[src/sv/csb_pkg.sv]
`timescale 1ns / 1ps
// Shared types, codes and helpers for the counting semaphore bank.
// Used by every module of the block except csb_ram; depends on nothing.
package csb_pkg;

  localparam int unsigned DefaultNumSemaphores = 8;
  localparam int unsigned DefaultNumThreads    = 16;

  localparam int unsigned SemIdWidth    = 3;
  localparam int unsigned ThreadIdWidth = 4;
  localparam int unsigned CountWidth    = 9;
  localparam int unsigned InitWidth     = 8;

  localparam logic [InitWidth-1:0] InitCountReset = 8'd1;
  localparam logic signed [CountWidth-1:0] CountMax = 9'sd255;

  typedef enum logic {
    OP_WAIT   = 1'b0,
    OP_SIGNAL = 1'b1
  } op_e_t;

  typedef enum logic [2:0] {
    ST_GRANTED  = 3'd0,
    ST_BLOCKED  = 3'd1,
    ST_RELEASED = 3'd2,
    ST_WOKE     = 3'd3,
    ST_OVERFLOW = 3'd4
  } status_t;

  typedef enum logic [2:0] {
    BK_IDLE,
    BK_EXEC,
    BK_LINK,
    BK_HEAD,
    BK_OUT
  } back_state_t;

  typedef struct packed {
    op_e_t                    op;
    logic [SemIdWidth-1:0]    sem_id;
    logic [ThreadIdWidth-1:0] thread_id;
  } req_t;

  // Reduces a narrow id modulo a bank size by repeated compare and subtract.
  function automatic logic [ThreadIdWidth-1:0] wrap_id(
    input logic [ThreadIdWidth-1:0] v,
    input int unsigned              m
  );
    logic [ThreadIdWidth-1:0] r;
    r = v;
    for (int i = 0; i < 8; i++) begin
      if (32'(r) >= m) begin
        r = r - ThreadIdWidth'(m);
      end
    end
    return r;
  endfunction

endpackage

[src/sv/csb_ram.sv]
`timescale 1ns / 1ps
// Generic simple dual-port RAM: one write port, one read port, registered read.
// Standalone; no package needed.
module csb_ram #(
  parameter int unsigned WIDTH = 4,
  parameter int unsigned DEPTH = 8,
  parameter int unsigned AW    = (DEPTH > 1) ? $clog2(DEPTH) : 1
) (
  input  logic             clk,
  input  logic             we,
  input  logic [AW-1:0]    waddr,
  input  logic [WIDTH-1:0] wdata,
  input  logic [AW-1:0]    raddr,
  output logic [WIDTH-1:0] rdata
);

  logic [WIDTH-1:0] mem [DEPTH];

  always_ff @(posedge clk) begin
    if (we) begin
      mem[waddr] <= wdata;
    end
    rdata <= mem[raddr];
  end

endmodule

[src/sv/csb_front.sv]
`timescale 1ns / 1ps
// Front end: accepts request items, classifies the operation and holds them
// in a two-entry queue for the back end. Depends on csb_pkg.
module csb_front (
  input  logic          clk,
  input  logic          rst_n,
  input  logic          in_tvalid,
  output logic          in_tready,
  input  logic [7:0]    in_tdata,
  input  logic          in_tuser,
  output logic          req_valid,
  output csb_pkg::req_t req,
  input  logic          req_pop
);

  csb_pkg::req_t q_r [2];
  logic       wr_ptr_r, wr_ptr_nxt;
  logic       rd_ptr_r, rd_ptr_nxt;
  logic [1:0] cnt_r, cnt_nxt;
  logic       push;
  logic       pop;
  csb_pkg::req_t in_req;

  assign in_tready = (cnt_r != 2'd2);
  assign push      = in_tvalid && in_tready;
  assign pop       = req_pop && (cnt_r != 2'd0);
  assign req_valid = (cnt_r != 2'd0);
  assign req       = q_r[rd_ptr_r];

  always_comb begin
    in_req.op        = in_tuser ? csb_pkg::OP_SIGNAL : csb_pkg::OP_WAIT;
    in_req.sem_id    = in_tdata[2:0];
    in_req.thread_id = in_tdata[6:3];
  end

  always_comb begin
    wr_ptr_nxt = push ? ~wr_ptr_r : wr_ptr_r;
    rd_ptr_nxt = pop ? ~rd_ptr_r : rd_ptr_r;
    cnt_nxt    = cnt_r + 2'(push) - 2'(pop);
  end

  always_ff @(posedge clk) begin
    if (!rst_n) begin
      wr_ptr_r <= 1'b0;
      rd_ptr_r <= 1'b0;
      cnt_r    <= 2'd0;
    end else begin
      wr_ptr_r <= wr_ptr_nxt;
      rd_ptr_r <= rd_ptr_nxt;
      cnt_r    <= cnt_nxt;
    end
  end

  always_ff @(posedge clk) begin
    if (push) begin
      q_r[wr_ptr_r] <= in_req;
    end
  end

endmodule

[src/sv/csb_back.sv]
`timescale 1ns / 1ps
// Back end: read-modify-write of semaphore count and wait-queue links, plus
// the result register. Depends on csb_pkg and csb_ram.
module csb_back #(
  parameter int unsigned NUM_SEMAPHORES = csb_pkg::DefaultNumSemaphores,
  parameter int unsigned NUM_THREADS    = csb_pkg::DefaultNumThreads
) (
  input  logic          clk,
  input  logic          rst_n,
  input  logic          cfg_we,
  input  logic [7:0]    cfg_wdata,
  input  logic          req_valid,
  input  csb_pkg::req_t req,
  output logic          req_pop,
  output logic          out_tvalid,
  input  logic          out_tready,
  output logic [15:0]   out_tdata,
  output logic [2:0]    out_tuser
);

  localparam int unsigned SW = (NUM_SEMAPHORES > 1) ? $clog2(NUM_SEMAPHORES) : 1;
  localparam int unsigned TW = $clog2(NUM_THREADS);
  localparam logic signed [csb_pkg::CountWidth-1:0] QueueLimit =
    csb_pkg::CountWidth'(-$signed(NUM_THREADS));

  csb_pkg::back_state_t state_r, state_nxt;

  logic [csb_pkg::InitWidth-1:0] init_r;
  logic [NUM_SEMAPHORES-1:0]     cnt_vld_r;
  logic                          cvld_r;
  csb_pkg::op_e_t                op_r;
  logic [SW-1:0]                 sem_r;
  logic [TW-1:0]                 thr_r;
  csb_pkg::status_t              res_status_r;
  logic [TW-1:0]                 res_woken_r;
  logic signed [csb_pkg::CountWidth-1:0] res_count_r;

  logic                          out_valid_r;
  csb_pkg::status_t              out_status_r;
  logic [TW-1:0]                 out_woken_r;
  logic signed [csb_pkg::CountWidth-1:0] out_count_r;

  logic [SW-1:0] s_w;
  logic [TW-1:0] t_w;

  // RAM ports
  logic                                  cnt_we;
  logic signed [csb_pkg::CountWidth-1:0] cnt_wdata, cnt_rdata;
  logic          head_we, tail_we, next_we;
  logic [SW-1:0] head_waddr;
  logic [TW-1:0] head_wdata, head_rdata, tail_rdata;
  logic [TW-1:0] next_waddr, next_wdata, next_rdata;

  // Execution datapath
  logic signed [csb_pkg::CountWidth-1:0] c_cur, c_new;
  csb_pkg::status_t status_c;
  logic [TW-1:0]    woken_c;
  logic             to_link, to_head;
  logic             out_load;

  assign s_w = SW'(csb_pkg::wrap_id(4'(req.sem_id), NUM_SEMAPHORES));
  assign t_w = TW'(csb_pkg::wrap_id(req.thread_id, NUM_THREADS));

  csb_ram #(.WIDTH(csb_pkg::CountWidth), .DEPTH(NUM_SEMAPHORES)) u_cnt_ram (
    .clk(clk), .we(cnt_we), .waddr(sem_r), .wdata(cnt_wdata),
    .raddr(s_w), .rdata(cnt_rdata)
  );
  csb_ram #(.WIDTH(TW), .DEPTH(NUM_SEMAPHORES)) u_head_ram (
    .clk(clk), .we(head_we), .waddr(head_waddr), .wdata(head_wdata),
    .raddr(s_w), .rdata(head_rdata)
  );
  csb_ram #(.WIDTH(TW), .DEPTH(NUM_SEMAPHORES)) u_tail_ram (
    .clk(clk), .we(tail_we), .waddr(sem_r), .wdata(thr_r),
    .raddr(s_w), .rdata(tail_rdata)
  );
  csb_ram #(.WIDTH(TW), .DEPTH(NUM_THREADS)) u_next_ram (
    .clk(clk), .we(next_we), .waddr(next_waddr), .wdata(next_wdata),
    .raddr(head_rdata), .rdata(next_rdata)
  );

  // Count update and result classification for the item in execution.
  always_comb begin
    c_cur    = cvld_r ? cnt_rdata : $signed({1'b0, init_r});
    c_new    = c_cur;
    status_c = csb_pkg::ST_OVERFLOW;
    woken_c  = '0;
    if (op_r == csb_pkg::OP_WAIT) begin
      if (c_cur > QueueLimit) begin
        c_new    = c_cur - 9'sd1;
        status_c = (c_new >= 9'sd0) ? csb_pkg::ST_GRANTED : csb_pkg::ST_BLOCKED;
      end
    end else begin
      if (c_cur >= csb_pkg::CountMax) begin
        c_new = csb_pkg::CountMax;
      end else if (c_cur < 9'sd0) begin
        c_new    = c_cur + 9'sd1;
        status_c = csb_pkg::ST_WOKE;
        woken_c  = head_rdata;
      end else begin
        c_new    = c_cur + 9'sd1;
        status_c = csb_pkg::ST_RELEASED;
      end
    end
    to_link = (status_c == csb_pkg::ST_BLOCKED) && (c_new < -9'sd1);
    to_head = (status_c == csb_pkg::ST_WOKE) && (c_new < 9'sd0);
  end

  assign out_load = (state_r == csb_pkg::BK_OUT) && (!out_valid_r || out_tready);

  // Next state.
  always_comb begin
    state_nxt = state_r;
    unique case (state_r)
      csb_pkg::BK_IDLE: if (req_valid) state_nxt = csb_pkg::BK_EXEC;
      csb_pkg::BK_EXEC: begin
        if (to_link) begin
          state_nxt = csb_pkg::BK_LINK;
        end else if (to_head) begin
          state_nxt = csb_pkg::BK_HEAD;
        end else begin
          state_nxt = csb_pkg::BK_OUT;
        end
      end
      csb_pkg::BK_LINK: state_nxt = csb_pkg::BK_OUT;
      csb_pkg::BK_HEAD: state_nxt = csb_pkg::BK_OUT;
      csb_pkg::BK_OUT:  if (out_load) state_nxt = csb_pkg::BK_IDLE;
      default:          state_nxt = csb_pkg::BK_IDLE;
    endcase
  end

  // Memory strobes per state.
  always_comb begin
    req_pop    = 1'b0;
    cnt_we     = 1'b0;
    cnt_wdata  = c_new;
    head_we    = 1'b0;
    head_waddr = sem_r;
    head_wdata = thr_r;
    tail_we    = 1'b0;
    next_we    = 1'b0;
    next_waddr = thr_r;
    next_wdata = '0;
    unique case (state_r)
      csb_pkg::BK_IDLE: req_pop = req_valid;
      csb_pkg::BK_EXEC: begin
        cnt_we = 1'b1;
        if (status_c == csb_pkg::ST_BLOCKED) begin
          tail_we = 1'b1;
          next_we = 1'b1;
          if (c_new == -9'sd1) begin
            // First waiter becomes the head; its own link is cleared.
            head_we = 1'b1;
          end else begin
            // Append behind the old tail; own link is cleared next cycle.
            next_waddr = tail_rdata;
            next_wdata = thr_r;
          end
        end
      end
      csb_pkg::BK_LINK: next_we = 1'b1;
      csb_pkg::BK_HEAD: begin
        head_we    = 1'b1;
        head_wdata = next_rdata;
      end
      csb_pkg::BK_OUT: ;
      default: ;
    endcase
  end

  always_ff @(posedge clk) begin
    if (!rst_n) begin
      state_r     <= csb_pkg::BK_IDLE;
      init_r      <= csb_pkg::InitCountReset;
      cnt_vld_r   <= '0;
      out_valid_r <= 1'b0;
    end else begin
      state_r <= state_nxt;
      if (cfg_we) begin
        init_r    <= cfg_wdata;
        cnt_vld_r <= '0;
      end else if (cnt_we) begin
        cnt_vld_r[sem_r] <= 1'b1;
      end
      if (out_load) begin
        out_valid_r <= 1'b1;
      end else if (out_tready) begin
        out_valid_r <= 1'b0;
      end
    end
  end

  always_ff @(posedge clk) begin
    if (req_pop) begin
      op_r   <= req.op;
      sem_r  <= s_w;
      thr_r  <= t_w;
      cvld_r <= cnt_vld_r[s_w];
    end
    if (state_r == csb_pkg::BK_EXEC) begin
      res_status_r <= status_c;
      res_woken_r  <= woken_c;
      res_count_r  <= c_new;
    end
    if (out_load) begin
      out_status_r <= res_status_r;
      out_woken_r  <= res_woken_r;
      out_count_r  <= res_count_r;
    end
  end

  assign out_tvalid = out_valid_r;
  assign out_tuser  = out_status_r;
  assign out_tdata  = {3'b000, out_count_r, 4'(out_woken_r)};

endmodule

[src/sv/counting_semaphore_bank_unit.sv]
`timescale 1ns / 1ps
// Top level of the counting semaphore bank: front end, queue and back end.
// Depends on csb_pkg, csb_front, csb_back and csb_ram.

// A bank of NUM_SEMAPHORES counting semaphores, each with a FIFO of waiting
// threads kept as one next link per thread plus a head and tail per
// semaphore. A wait item takes a unit (granted, or blocked and queued); a
// signal item releases one and, when threads wait, wakes the oldest. Every
// item yields exactly one result item carrying the status, the woken thread
// and the new count. Ids wrap modulo the bank sizes. Counts saturate at 255
// and a wait at a full queue is refused; both report overflow. In the back
// end an item goes through table read, update and result load, plus a
// second link or head write when needed; this read-modify-write of the
// count, head, tail and link memories sets the rate. A two-entry queue
// behind the input lets new items in while a result waits to be taken.
// Writing cfg_wdata reloads every count with the new initial value and
// empties all queues; do so only while the block is idle.
module counting_semaphore_bank_unit #(
  parameter int unsigned NUM_SEMAPHORES = csb_pkg::DefaultNumSemaphores,
  parameter int unsigned NUM_THREADS    = csb_pkg::DefaultNumThreads
) (
  input  logic        clk,
  input  logic        rst_n,
  // Configuration: initial count.
  input  logic        cfg_we,
  input  logic [7:0]  cfg_wdata,
  // Request stream.
  input  logic        in_tvalid,
  output logic        in_tready,
  input  logic [7:0]  in_tdata,   // [2:0] sem_id, [6:3] thread_id, [7] zero
  input  logic        in_tuser,   // [0] op (0 wait, 1 signal)
  // Result stream.
  output logic        out_tvalid,
  input  logic        out_tready,
  output logic [15:0] out_tdata,  // [3:0] woken_thread, [12:4] count_after
  output logic [2:0]  out_tuser   // [2:0] status
);

  logic          req_valid;
  logic          req_pop;
  csb_pkg::req_t req;

  // Front end accepts and classifies items into a short queue.
  csb_front u_front (
    .clk      (clk),
    .rst_n    (rst_n),
    .in_tvalid(in_tvalid),
    .in_tready(in_tready),
    .in_tdata (in_tdata),
    .in_tuser (in_tuser),
    .req_valid(req_valid),
    .req      (req),
    .req_pop  (req_pop)
  );

  // Back end performs the semaphore update and owns the result register.
  csb_back #(
    .NUM_SEMAPHORES(NUM_SEMAPHORES),
    .NUM_THREADS   (NUM_THREADS)
  ) u_back (
    .clk       (clk),
    .rst_n     (rst_n),
    .cfg_we    (cfg_we),
    .cfg_wdata (cfg_wdata),
    .req_valid (req_valid),
    .req       (req),
    .req_pop   (req_pop),
    .out_tvalid(out_tvalid),
    .out_tready(out_tready),
    .out_tdata (out_tdata),
    .out_tuser (out_tuser)
  );

endmodule

[config.mk]
export PLATFORM = sky130hd
export DESIGN_NAME = counting_semaphore_bank_unit
export DESIGN_NICKNAME = d
export VERILOG_FILES = /design/src/sv/csb_pkg.sv /design/src/sv/csb_ram.sv /design/src/sv/csb_front.sv /design/src/sv/csb_back.sv /design/src/sv/counting_semaphore_bank_unit.sv
export SDC_FILE = /design/constraint.sdc
export NUM_CORES = 1
export LEC_CHECK = 0
export ABC_AREA = 1
export BUFFER_PORTS_ARGS = -buffer_cell sky130_fd_sc_hd__buf_2
export CORE_MARGIN = 2
export CORE_UTILIZATION = 44
export DETAILED_ROUTE_END_ITERATION = 16
export HOLD_SLACK_MARGIN = 0.06
export PLACE_DENSITY_LB_ADDON = 0.12
export SYNTH_ARGS = -nofsm -noshare
export SYNTH_HDL_FRONTEND = slang
export SYNTH_HIERARCHICAL = 1
export SYNTH_SLANG_ARGS = --single-unit
[constraint.sdc]
create_clock -name clk -period 8.55 [get_ports clk]
set_input_delay 0.4275 -clock clk [delete_from_list [all_inputs] [get_ports clk]]
set_output_delay 0.4275 -clock clk [all_outputs]
set_load 0.005 [all_outputs]
==> metrics.md <==
| Metric | Value |
|---|---|
| Final hold violation count | 0 |
| GPL Wtd Cong | 0.838 |
| CP arrival | 4750 ps |
| Pin count of the biggest net entering global routing | 75 |
| Total power | 4.96 mW |
| TritonCTS buffer count | 34 |
| TritonCTS clock tree | yes |
| Status | completed |
| Post_cts resized | 0 |
| Detail Route met2 WL | 12400 um |
| Metal-1 WL | 13400 um |
| Worst Tran Pin Value | 1200 ps |
| Core area | 30500 um^2 |
| Worst Setup End Kind | flip-flop |
| Max Freq | 0.217 GHz |
| Hold-fix buffers, CTS | 0 |
| Area growth syn-to-layout | 10.5% |
| Initial antenna violation count | 0 |
| Die X | 180 um |
| Commonest cells post-synth | nand2_1 (381), edfxtp_1 (257), inv_1 (256), nand3_1 (137), nor2_1 (97) |
| CTS H-tree depth | 2 |
| VDD IR max | 232 uV |
| Post-synthesis sequential area ratio | 0.635 |
| Maxcap violations | 0 |
| Final setup TNS | 0 ps |
| Share of the synthesized area in the top cell type | 0.567 |
| Post-route cell area | 15000 um^2 |
| Max Root-Sink Buffers | 3 |
| Reg2reg end | u_back/u_next_ram/mem[15][1]$_DFFE_PP_ |
| GRT Resource Usage Total | 0.172 |
| NumNets Final | 1444 |
| Post-synth EDFFs | 257 |
| DR vias | 8729 |
| Worst hold path startpoint | in_tdata[4] |
| Pre-antenna DRT Iters | 5 |
| Clock-pin slew on the worst setup and hold paths | 60 ps |
| Worst Clk Skew | 17.9 ps |
| Die height | 180 um |
| Flops & latches, synth | 303 |
| Crit-path max FO | 12 |
| Postcts setup bufs | 0 |
| Iter 0 DRT Violations | 715 |
| RSZ-0062 raised after global routing | no |
| Syn avg cell area | 9.90 um^2 |
| CTS Sinks | 303 |
| Hold WC Path Type | primary input to flip-flop |
| Worst setup SP type | flip-flop |
| Top FF cell, synth | edfxtp_1 |
| FP Rows | 64 |
| DRC Markers | 0 |
| Vias in the first global route | 8402 |
| Final Setup Violations | 0 |
| R2R depth | 24 |
| Port-buffer cells | 38 |
| Post-placement cell area | 14000 um^2 |
| Power per Cell Area | 330 nW/um^2 |
| Share of cells above drive strength 1 | 0.118 |
| Antenna diode count | 0 |
| Met3 WL post-DR | 1120 um |
| I/O pin cnt | 43 |
| Fraction of the cycle the final worst path needs | 0.539 |
| Min Tclk post-route | 4600 ps |
| Clk Latency, worst-skew pair | 500 ps |
| Largest area contributor in the netlist | edfxtp_1 |
| First-pass GRT wire length | 44500 um |
| Flop2flop setup slack | 3950 ps |
| Top Metal Used | met4 |
| FF-to-FF Start | u_back/cvld_r$_DFFE_PP_ |
| Crit path kind | flip-flop to flip-flop |
| Via density | 4.75 |
| WP data required | 8700 ps |
| Cell variety after synth | 41 |
| Hold Path Stages | 1 |
| Leak | 6.54 nW |
| Cells after Synth | 1374 |
| ANT nets after route | 0 |
| Max-slew headroom | 0.198 |
| Top-count cell post-synth | nand2_1 |
| Pins Over Slew Limit | 0 |
| Grt ovf | 0 |
| Die area | 32300 um^2 |
| Mapped Area | 13600 um^2 |
| Final WL | 27300 um |
| Initial core utilization | 0.446 |
| Synthesis Warnings | 6 |
| Worst Hold Endpoint | u_front/q_r[1][1]$_DFFE_PP_ |
| CTS root buf | clkbuf_16 |
| Asr flop ratio synth | 0 |
| Synth area leaders | edfxtp_1 (57%), nand2_1 (11%), inv_1 (7.1%), dfxtp_1 (6.8%), nand3_1 (5.0%) |
| Final HPWL DP | 18000 um |
| Avg WL per Cell | 14.9 um |
[worst max-delay path, stage by stage, from the launching register on]
cell	delay (ps)
edfxtp_1	610
inv_2	240
nand2_1	100
nand2_2	120
ha_1	250
nand3_1	150
nor2_4	150
nand3_2	120
ha_1	340
inv_1	60
nand3_1	120
nand2_2	80
nand2_2	90
nand2_4	80
nand4_1	80
nand2_1	90
nor2_1	130
nand2_1	80
inv_1	70
nand4_2	120
nand2_2	260
nor2_1	90
a21oi_2	160
nand3_1	250
nor2_1	410
[cells by family (layout without fill, tap and decap cells)]
group / after synthesis / in the layout / share of synthesized area
buffers and inverters: 310 / 374 / 0.101
DFF: 303 / 303 / 0.635
other: 1 / 3 / 0.000276
muxes: 8 / 8 / 0.00883
and+or+nand+nor: 690 / 690 / 0.224
xor gates and xnor gates: 8 / 8 / 0.00515
AOI/OAI and AO/OA: 48 / 48 / 0.0198
adders and majority gates: 6 / 6 / 0.00552
[final cells by class]
cell class                 count  area, um^2
clock buffer                  44         920
timing repair buffer          42         220
inverter                     272        1040
sequential                   303        8640
fill                        2776       15500
tap                          396         495
clock inverter                16         108
multi-input combinational    763        3610
[stage by stage]
step           instances  utilization  hold slack (ps)  setup slack (ps)
2_1_floorplan       1376            -              400              5050
3_3_place_gp        1776        0.459              401              4020
3_5_place_dp        1776        0.459              405              3950
4_1_cts             1836        0.493             92.9              3910
5_1_grt             1836        0.493             97.0              3510
6_report            1836        0.493              117              3950
[cells in the final DEF (no fill, tap or decap), drive strengths merged]
cell	Yosys	final
nand4	12	12
nor3	5	5
clkinvlp	0	2
clkbuf	2	44
clkinv	5	17
conb	1	3
nand2	421	421
dfxtp	46	46
xor2	7	7
o21ai	16	16
a22oi	1	1
a21oi	25	25
inv	267	268
nor2	108	108
o21a	1	1
buf	36	42
ha	6	6
bufinv	0	1
o22ai	1	1
nand3b	2	2
nor4	1	1
xnor2	1	1
a211oi	1	1
o31ai	1	1
edfxtp	257	257
nand3	141	141
a31oi	2	2
mux2	8	8
[sequential cells by signal (all words and copies together), names as in the netlist, 3 cells and up, named ones only]
register and count:
u_back/u_cnt_ram/mem 72, u_back/u_next_ram/mem 64, u_back/u_head_ram/mem 32, u_back/u_tail_ram/mem 32, u_front/q_r 16, u_back/out_count_r 9
u_back/res_count_r 9, u_back/u_cnt_ram/rdata 9, u_back/cnt_vld_r 8, u_back/init_r 8, u_back/out_woken_r 4, u_back/res_woken_r 4
u_back/thr_r 4, u_back/u_head_ram/rdata 4, u_back/u_next_ram/rdata 4, u_back/u_tail_ram/rdata 4, u_back/head_waddr 3, u_back/out_tuser 3
u_back/res_status_r 3, u_back/state_r 3
[how the worst max path moves through the flow]
| stage | from | end | slack (ps) | cells past startpoint |
|---|---|---|---|---|
| floorplan | u_back/state_r[0]$_SDFFE_PN0P_ | u_back/u_next_ram/mem[8][0]$_DFFE_PP_ | 5050 | 10 |
| global placement | u_back/cvld_r$_DFFE_PP_ | u_back/u_next_ram/mem[1][0]$_DFFE_PP_ | 4020 | 21 |
| detailed placement | u_back/cvld_r$_DFFE_PP_ | u_back/u_next_ram/mem[1][3]$_DFFE_PP_ | 3950 | 21 |
| CTS | u_back/cvld_r$_DFFE_PP_ | u_back/u_next_ram/mem[1][3]$_DFFE_PP_ | 3910 | 21 |
| global route | u_back/cvld_r$_DFFE_PP_ | u_back/u_next_ram/mem[1][3]$_DFFE_PP_ | 3510 | 21 |
| finish | u_back/cvld_r$_DFFE_PP_ | u_back/u_next_ram/mem[15][1]$_DFFE_PP_ | 3950 | 24 |
[power by group]
group,switching (mW),internal (mW)
Sequential,0.163,1.98
Clock,0.559,0.790
Combinational,1.07,0.402
[per-layer routing]
metal  up-vias  GRT usage
met1      4077      0.249
met2       181      0.274
met4         0     0.0403
met5         -          0
li1       4439          -
met3        32     0.0253
No activity file was read; power rests on OpenSTA's default activity.
